**src/rtl/assert_macros.svh**
```systemverilog
// assertion helpers shared by the rtl
`ifndef ASSERT_MACROS_SVH
`define ASSERT_MACROS_SVH

// plain check sampled on the rising clock, off while reset is active
`define CHK_ALWAYS(label, prop, msg) \
	label: assert property (@(posedge clk) disable iff (!arst_n) (prop)) else $error(msg);

// implication check sampled on the rising clock, off while reset is active
`define CHK_IMPLY(label, cond, prop, msg) \
	label: assert property (@(posedge clk) disable iff (!arst_n) (cond) |-> (prop)) \
		else $error(msg);

`endif

```
**src/rtl/rrt_pkg.sv**
```systemverilog
`timescale 1ns / 1ps
`default_nettype none
package rrt_pkg;

	// sizes
	localparam int TABLE_DEPTH   = 256;
	localparam int MAP_DEPTH     = 65536;
	localparam int REQUEST_LIMIT = 64;
	localparam int BLK_W         = 16;
	localparam int MAP_AW        = $clog2(MAP_DEPTH);
	localparam int IDX_W         = $clog2(TABLE_DEPTH);
	localparam int CNT_W         = $clog2(TABLE_DEPTH + 1);

	// input kinds
	localparam logic [1:0] KIND_MARK    = 2'd0;
	localparam logic [1:0] KIND_REQUEST = 2'd1;
	localparam logic [1:0] KIND_FLUSH   = 2'd2;

	// result request types
	localparam logic [1:0] REQ_NONE    = 2'd0;
	localparam logic [1:0] REQ_RETX    = 2'd1;
	localparam logic [1:0] REQ_RESTART = 2'd2;

	// request status codes
	localparam logic [1:0] STAT_OK   = 2'd0;
	localparam logic [1:0] STAT_RCVD = 2'd1;
	localparam logic [1:0] STAT_DUP  = 2'd2;
	localparam logic [1:0] STAT_FULL = 2'd3;

	typedef enum logic [3:0] {
		S_CLEAR,
		S_IDLE,
		S_RESP,
		S_REQ_LOOK,
		S_REQ_DONE,
		S_FL_START,
		S_FL_READ,
		S_FL_FILT,
		S_FL_END,
		S_FL_EMIT,
		S_RS_SHIFT,
		S_RS_DONE
	} state_t;

	typedef enum logic [1:0] {
		OP_HOLD,
		OP_CMP,
		OP_INSERT,
		OP_SHIFT
	} cell_op_t;

	// control broadcast to every cell of the row
	typedef struct packed {
		cell_op_t           op;
		logic [BLK_W-1:0]   blk;
		logic [BLK_W-1:0]   head;
		logic               keep;
		logic               sorted;
		logic [CNT_W-1:0]   count;
		logic [IDX_W-1:0]   wpos;
	} cell_ctrl_t;

endpackage
`default_nettype wire

```
**src/rtl/rrt_cell.sv**
```systemverilog
`timescale 1ns / 1ps
`default_nettype none
module rrt_cell (
	input  wire logic                           clk,
	input  wire rrt_pkg::cell_ctrl_t            ctrl,
	input  wire logic [rrt_pkg::IDX_W-1:0]      idx,
	input  wire logic [rrt_pkg::BLK_W-1:0]      left_val,
	input  wire logic [rrt_pkg::BLK_W-1:0]      right_val,
	input  wire logic                           ins_at,
	input  wire logic                           shift_up,
	output logic      [rrt_pkg::BLK_W-1:0]      val,
	output logic                                ge,
	output logic                                eq
);

	logic [rrt_pkg::BLK_W-1:0] val_q;
	logic                      ge_q;
	logic                      eq_q;
	logic                      occupied;

	// entry holds a pending request when below the fill count
	assign occupied = {1'b0, idx} < ctrl.count;

	// compare flags for the insertion search
	always_ff @(posedge clk) begin
		if (ctrl.op == rrt_pkg::OP_CMP) begin
			ge_q <= !occupied || (ctrl.sorted && (val_q >= ctrl.blk));
			eq_q <= occupied && (val_q == ctrl.blk);
		end
	end

	// entry value: insert, shift down the row, or hold
	always_ff @(posedge clk) begin
		case (ctrl.op)
			rrt_pkg::OP_INSERT: begin
				if (ins_at) begin
					val_q <= ctrl.blk;
				end else if (shift_up) begin
					val_q <= left_val;
				end
			end
			rrt_pkg::OP_SHIFT: begin
				if (ctrl.keep && (idx == ctrl.wpos)) begin
					val_q <= ctrl.head;
				end else begin
					val_q <= right_val;
				end
			end
			default: begin
				val_q <= val_q;
			end
		endcase
	end

	assign val = val_q;
	assign ge  = ge_q;
	assign eq  = eq_q;

endmodule
`default_nettype wire

```
**config.mk**
```make
export PLATFORM = sky130hd
export DESIGN_NAME = rrt_cell
export DESIGN_NICKNAME = d
export VERILOG_FILES = /design/src/rtl/assert_macros.svh /design/src/rtl/rrt_pkg.sv /design/src/rtl/rrt_cell.sv
export SDC_FILE = /design/constraint.sdc
export NUM_CORES = 1
export LEC_CHECK = 0
export BUFFER_PORTS_ARGS = -buffer_cell sky130_fd_sc_hd__buf_4
export CAP_MARGIN = 20
export CORE_ASPECT_RATIO = 0.75
export CORE_MARGIN = 2
export CORE_UTILIZATION = 35
export CTS_CLUSTER_DIAMETER = 50
export DETAILED_ROUTE_END_ITERATION = 8
export GPL_TIMING_DRIVEN = 0
export HOLD_SLACK_MARGIN = 0.08
export PLACE_DENSITY = 0.76
export SLEW_MARGIN = 20
export SYNTH_ARGS = -nofsm -noshare
export SYNTH_HDL_FRONTEND = slang
export SYNTH_SLANG_ARGS = --single-unit
```
**constraint.sdc**
```tcl
create_clock -name clk -period 2.3 [get_ports clk]
set_clock_uncertainty 0.15 [all_clocks]
set_input_delay 0 -clock clk [delete_from_list [all_inputs] [get_ports clk]]
set_output_delay 0 -clock clk [all_outputs]
set_load 0.01 [all_outputs]
```
; ---- Word-level counts from Yosys, hierarchy flattened
; Cells that the tools add are included.
[word_totals]
regBits = 18
latch_bits = 0
mem_bits_rw = 0
rom_bits = 0
out_inout_bits = 18
word_cells = 22
n_memories = 0
[op_classes]
add_sub_neg = 0
mul = 0
div_mod_pow = 0
order_cmp = 2
eq_ne = 6
n_shift = 0
n_mux = 4
n_bitwise = 0
reduce_logical = 7
[ops]
columns = cell, n
row1 = 16-bit 2-to-1 mux, 3
row2 = 16-bit case mux with 2 select lines, 1
row3 = 16-bit == test, 1
row4 = 16-bit >= comparator, 1
row5 = 8-bit by 9-bit < comparator with 1-bit output, 1
row6 = 8-bit == test, 1
row7 = "2-bit == test, second input constant", 2
row8 = 1-bit logical AND, 3
row9 = "3-bit inequality test, second input constant", 1
row10 = "2-bit by 1-bit == test with 1-bit output, second input constant", 1
row11 = 2-bit AND reduction, 1
row12 = 2-bit nonzero test, 1
row13 = 1-bit logical NOT, 1
row14 = 1-bit logical OR, 1

; ---- Longest topological paths before layout
; Gate-level depths: netlist (run 1).
[logic_depth]
depth_word = 4
depth_mapped = 6
mapped_depth_nobuf = 6

; ---- Least setup slack after synthesis (run 1)
; No wires, ideal clock.
[synth_timing]
kind = register -> register
start = register val_q (netlist bit val[0])
end = register ge_q (netlist: ge) (data pin)
t_arrival_ps = 1552
required_ps = 1875
path_slack_ps = 322
stages_incl_launch_ff = 7
path_buffers = 0
period_less_slack_ps = 1978
cell_sequence = edfxtp_1 inv_1 ha_1 nand2b_1 a2111o_1 a211oi_1 o221ai_1
[synth_between]
elab_chain_len = 3
[synth_rtl]
columns = element, line
row1 = start: declaration, rrt_cell.sv:16  ; logic [rrt_pkg::BLK_W-1:0] val_q;
row2 = start signal: assignment, rrt_cell.sv:37  ; val_q <= ctrl.blk;
row3 = start signal: assignment, rrt_cell.sv:39  ; val_q <= left_val;
row4 = start signal: assignment, rrt_cell.sv:44  ; val_q <= ctrl.head;
row5 = 16-bit >= comparator, rrt_cell.sv:27  ; ge_q <= !occupied || (ctrl.sorted && (val_q >= ctrl.blk));
row6 = 1-bit logical AND, rrt_cell.sv:27
row7 = 1-bit logical OR, rrt_cell.sv:27
row8 = end signal: assignment, rrt_cell.sv:27
row9 = end: declaration, rrt_cell.sv:17  ; logic ge_q;
; Every way passes these cells.
; A chain may end at the register's enable or synchronous reset.

; ---- Worst setup path in the final report (run 1)
[layout_timing]
start = input ctrl[7] (netlist bit)
end = register val_q (netlist bit val[10]) (data pin)
[layout_between]
elab_chain_len = 4
[layout_rtl]
columns = element, line
row1 = start: declaration, rrt_cell.sv:5  ; input wire rrt_pkg::cell_ctrl_t ctrl,
row2 = 8-bit == test, rrt_cell.sv:43  ; if (ctrl.keep && (idx == ctrl.wpos)) begin
row3 = 1-bit logical AND, rrt_cell.sv:43
row4 = 16-bit 2-to-1 mux, rrt_cell.sv:43
row5 = 16-bit case mux with 2 select lines, rrt_cell.sv:34  ; case (ctrl.op)
row6 = end signal: assignment, rrt_cell.sv:37
row7 = end signal: assignment, rrt_cell.sv:44
row8 = end signal: assignment, rrt_cell.sv:46  ; val_q <= right_val;
; Every way passes these cells.

==> results of run 1 <==
==> what timing repair did <==
action                                  CTS  global route
endpoints found under the setup margin    0             9
hold buffers                             45             0
hold endpoints to repair                 20             0
gates resized for setup                   0             9
==> layout make-up <==
type	count	area [um2]
Clock buffer	3	41.3
Timing Repair Buffer	158	1300
Sequential cell	18	541
Fill cell	452	1930
Tap cell	75	93.8
Buffer	16	73.8
Inverter	25	93.8
Multi-Input combinational cell	158	1190
==> stage by stage <==
stage / util [%] / cell area, um2 / hold slack [ns] / cells
2_1_floorplan: - / 1890 / 0.0584 / 217
3_3_place_gp: 53.7 / 2830 / 0.165 / 405
3_5_place_dp: 53.7 / 2830 / 0.167 / 405
4_1_cts: 63.1 / 3320 / 0.0868 / 453
5_1_grt: 63.3 / 3330 / 0.130 / 453
6_report: 63.3 / 3330 / 0.0783 / 453
==> synth_stat cells <==
library cell | n | share of area (%)
nor2b_1 | 17 | 5.6
o211ai_1 | 1 | 0.40
o211a_1 | 1 | 0.53
o31ai_1 | 16 | 6.4
ha_1 | 23 | 15
and2_1 | 2 | 0.66
a211o_1 | 1 | 0.46
and4_1 | 1 | 0.46
and3_1 | 1 | 0.33
a2111oi_2 | 1 | 0.80
a31oi_1 | 16 | 5.3
nand2_1 | 5 | 0.99
a21oi_1 | 5 | 1.3
edfxtp_1 | 18 | 29
o221ai_1 | 1 | 0.46
o21bai_1 | 1 | 0.40
nor2_1 | 6 | 1.2
nor4_1 | 1 | 0.33
buf_2 | 3 | 0.80
o21ai_0 | 6 | 1.6
a2111o_1 | 1 | 0.60
nand3_1 | 2 | 0.53
clkbuf_2 | 2 | 0.53
buf_4 | 1 | 0.40
inv_1 | 25 | 5.0
o31a_1 | 1 | 0.46
nand2b_1 | 2 | 0.66
xnor2_1 | 8 | 3.7
clkbuf_1 | 10 | 2.0
a211oi_1 | 19 | 7.6
nand4_1 | 20 | 6.6
==> final timing paths <==
check,slack (ns),startpoint,depth (start not counted),end
setup / recovery,0.08,ctrl[7],7,val[10]
hold / removal,0.08,left_val[8],4,val[8]
setup reg to reg,0.28,val[0],6,ge
hold reg to reg,0.73,val[12],5,ge
==> state kept, by name (all words and copies together) (netlist names) <==
| name | cells |
|---|---|
| val | 16 |
| eq | 1 |
| ge | 1 |
==> layer usage <==
layer  vias up  track usage (%)  wire, um
met4         0             7.58       105
li1       1165                -         -
met5         -                0         0
met1      1149             31.8      3190
met3        12             5.50       575
met2       111             44.6      3690
==> cell families after synthesis <==
logic type               share of synthesized area, %
AND/OR/NAND/NOR                                  17.4
flip-flops                                       28.6
adder cells (fa/ha/maj)                          15.3
AO/OA/AOI/OAI                                    26.3
buffers and inverters                            8.69
XOR/XNOR                                         3.71
==> report_power, final <==
part	total [uW]	internal, uW	switching [uW]
clock	235	117	118
combinational	572	311	261
sequential	424	404	19.7
total	1230	833	399
==> critical path: stages <==
cell and delay (ns):
buf_4 0.11, xnor2_1 0.27, nand4_1 0.38, buf_2 0.33, o31ai_1 0.28, a31oi_1 0.13
dlygate4sd3_1 0.58
==> results.json, run 1 <==
{
  "maxCapViolCount": 0,
  "die_height_um": 67.6,
  "antenna_found_initial": 0,
  "clk_pin_slew_ns": 0.07,
  "worst_slew_pin_slew_ns": 0.857,
  "initial_core_util_pct": 35.8,
  "clk_latency_ns": 0.26,
  "vdd_drop_max_v": 0.000170,
  "grt_max_degree": 17,
  "finalCriticalPeriod_ns": 2.22,
  "htreeDepth": 1,
  "fin_nets": 499,
  "cts_sinks": 18,
  "synth_nets": 336,
  "postCtsSetupRepairBufs": 0,
  "crit_required_ns": 2.16,
  "cts_buffers": 3,
  "routed_via_density": 5.38,
  "setup_tns_ns": 0,
  "dp_hpwl_mm": 5.41,
  "final_common_cell": "buf_4",
  "synth_warnings": 0,
  "overflow": 0,
  "place.gp.congestion": 0.808,
  "io_pins": 114,
  "dpl_worst_slack_ns": 0.00384,
  "antenna_cells": 0,
  "yosysSeqAreaShare_pct": 28.6,
  "route.vias.total": 2437,
  "design.core.area_um2": 5270,
  "syn_inst": 217,
  "max_slew_margin_pct": 42.9,
  "leakage_uw": 0.00150,
  "worst-endpoint-arrival_ns": 2.08,
  "die_x_um": 88.8,
  "drt_iter0_drc": 195,
  "setup_slack_ns": 0.0758,
  "grt_usage_pct": 25.6,
  "worstSetupEndpointType": "register",
  "portBuffers": 113,
  "cts_root_buf": "clkbuf_8",
  "power.density_nw_per_um2": 369,
  "cp_max_fo": 10,
  "cts_tree": "yes",
  "drc": 0,
  "first_pass_iters": 5,
  "wl_per_cell_um": 16.7,
  "hold_viol_final": 0,
  "grt_pass1_vias": 2505,
  "slew_violations": 0,
  "dieArea_um2": 6000,
  "avgSynthCellArea_um2": 8.69,
  "start_kind": "input port",
  "total_power_uw": 1230,
  "fmaxAchievable_mhz": 450,
  "rsz0062_at_grt": "false",
  "fp-row-count": 23,
  "final_cell_mix": "buf_4 (114), dlygate4sd3_1 (45), inv_1 (25), ha_1 (23), nand4_1 (20)",
  "area_growth_pct": 76.7,
  "finalSetupViolations": 0,
  "yosysUniqueCellTypes": 31,
  "cts_buffer_depth": 2,
  "syn_area_um2": 1890,
  "status": "complete, no violations",
  "drtAntennaViolNets": 0,
  "critical_path_class": "input port to register",
  "hold_class": "input port to register",
  "grt_pass1_wl_mm": 11.7,
  "wirelength_mm": 7.56,
  "drive_above_1_share_pct": 33.9,
  "ys_seq_elements": 18,
  "period_share_pct": 96.7
}
Power figures use the tool's default switching activity.
==> run 2: changes to the inputs <==
Settings changed: CORE_UTILIZATION 35 to 44, PLACE_DENSITY 0.76 to 0.9.
==> run 2 against run 1 <==
Net effect: core utilization up 20 points; worst setup slack improved by 0.069 ns; count of clock-buffer cells in the layout did not move; via count up 8.3%; non-clock buffer count is 9 higher; combinational power grew 3%; flip-flop and latch count did not move; cell area rose by 1.7%; critical endpoint is now val[0].
==> results.json, run 2 (synthesis gave the netlist of run 1 again) <==
{
  "largest_reg_flops": 16,
  "finalCriticalPeriod_ns": 2.16,
  "final_core_util_pct": 83.1,
  "clk_pin_slew_ns": 0.08,
  "grt_max_degree": 17,
  "cts_tree": "yes",
  "grt_usage_pct": 35.4,
  "cp_top_family": "buffers and inverters",
  "slowest_delay_ns": 0.59,
  "leakage_uw": 0.00153,
  "setup_slack_ns": 0.145,
  "period_share_pct": 93.7,
  "crit_slowest_cell": "dlygate4sd3_1",
  "path_cells": "dlygate4sd3_1, buf_4, and2_1, clkbuf_1, clkbuf_2, a31oi_1, dlygate4sd3_1",
  "initial_core_util_pct": 46.3,
  "rsz0062_at_grt": "false",
  "dieArea_um2": 4830,
  "overflow": 0,
  "worst_slew_pin_slew_ns": 0.821,
  "die_x_um": 79.6,
  "total_power_uw": 1250,
  "grt_pass1_vias": 2840,
  "cts_root_buf": "clkbuf_8",
  "cts_buffers": 3,
  "hold_class": "input port to register",
  "max_slew_margin_pct": 45.3,
  "grt_pass1_wl_mm": 12.9,
  "setup_tns_ns": 0,
  "first_pass_iters": 7,
  "crit_required_ns": 2.16,
  "htreeDepth": 1,
  "wl_per_cell_um": 18.6,
  "finalSetupViolations": 0,
  "fp-row-count": 20,
  "fmaxAchievable_mhz": 464,
  "dpl_worst_slack_ns": 0.0733,
  "fin_nets": 508,
  "design.core.area_um2": 4080,
  "drt_iter0_drc": 277,
  "portBuffers": 113,
  "drtAntennaViolNets": 0,
  "routed_via_density": 5.96,
  "place.gp.congestion": 0.871,
  "antenna_cells": 0,
  "crit_path_frequent_cell": "dlygate4sd3_1",
  "dp_hpwl_mm": 5.07,
  "route.vias.total": 2639,
  "fillers": 223,
  "status": "complete, no violations",
  "final_common_cell": "buf_4",
  "die_height_um": 60.7,
  "worst-endpoint-arrival_ns": 2.02,
  "vdd_drop_max_v": 0.000314,
  "drive_above_1_share_pct": 32.0,
  "power.density_nw_per_um2": 370,
  "area_growth_pct": 79.7,
  "cp_max_fo": 10,
  "cts_sinks": 18,
  "clk_latency_ns": 0.26,
  "worstSetupEndpointType": "register",
  "critPathBufInv": 5,
  "start_kind": "input port",
  "slew_violations": 0,
  "antenna_found_initial": 0,
  "fin_hold_ws_ns": 0.0977,
  "maxCapViolCount": 0,
  "hold_viol_final": 0,
  "wirelength_mm": 8.26,
  "critical_path_class": "input port to register",
  "drc": 0,
  "io_pins": 114,
  "final_cell_mix": "buf_4 (114), dlygate4sd3_1 (54), inv_1 (25), ha_1 (23), nand4_1 (20)",
  "cts_buffer_depth": 2
}
==> run 2: timing repair <==
item                                   4_1_cts  5_1_grt
resized for setup                            0        2
hold buffers                                54        0
buffers inserted                             0        0
setup endpoints to repair                    0        2
endpoints found under the hold margin       20        0
==> run 2: power breakdown <==
group	total (uW)	internal, uW	switching, uW
registers	425	404	20.5
logic	591	314	276
clock network	239	119	120
==> run 2: final cells by class <==
cell class                      count  area (um2)  area share (%)
Clock inverter                      1        3.75           0.111
Sequential cell                    18         541            15.9
Inverter                           25        93.8            2.77
Clock buffer                        3        41.3            1.22
Buffer                             16        71.3            2.10
Timing Repair Buffer              167        1390            41.0
Multi-Input combinational cell    158        1180            34.9
Tap cell                           55        68.8            2.03
==> run 2: final timing paths <==
check          startpoint  endpoint  cells after the start  slack [ns]
max              ctrl[52]    val[0]                      7        0.14
min          left_val[12]   val[12]                      4         0.1
max reg2reg        val[0]        ge                      6        0.26
min reg2reg       val[12]        ge                      5        0.77
==> run 2: through the flow <==
| step | instance area [um2] | cells |
|---|---|---|
| 2_1_floorplan | 1890 | 217 |
| 3_3_place_gp | 2800 | 385 |
| 3_5_place_dp | 2800 | 385 |
| 4_1_cts | 3390 | 443 |
| 5_1_grt | 3390 | 443 |
| 6_report | 3390 | 443 |
==> run 2: per-layer routing <==
layer  track usage (%)  vias up  wire, um
met5                 0        -         0
met4              18.2        0       259
met3              8.78       36       823
met2              64.8      212      4050
met1              38.9     1214      3130
li1                  -     1177         -
==> run 2: worst reg2reg max path, delay by kind of cell, from the launching register on <==
family | cells | cell delay [ns]
compound gates | 3 | 0.78
flops | 1 | 0.40
fa+ha+maj | 1 | 0.23
simple gates | 1 | 0.15
buf+inv | 1 | 0.07
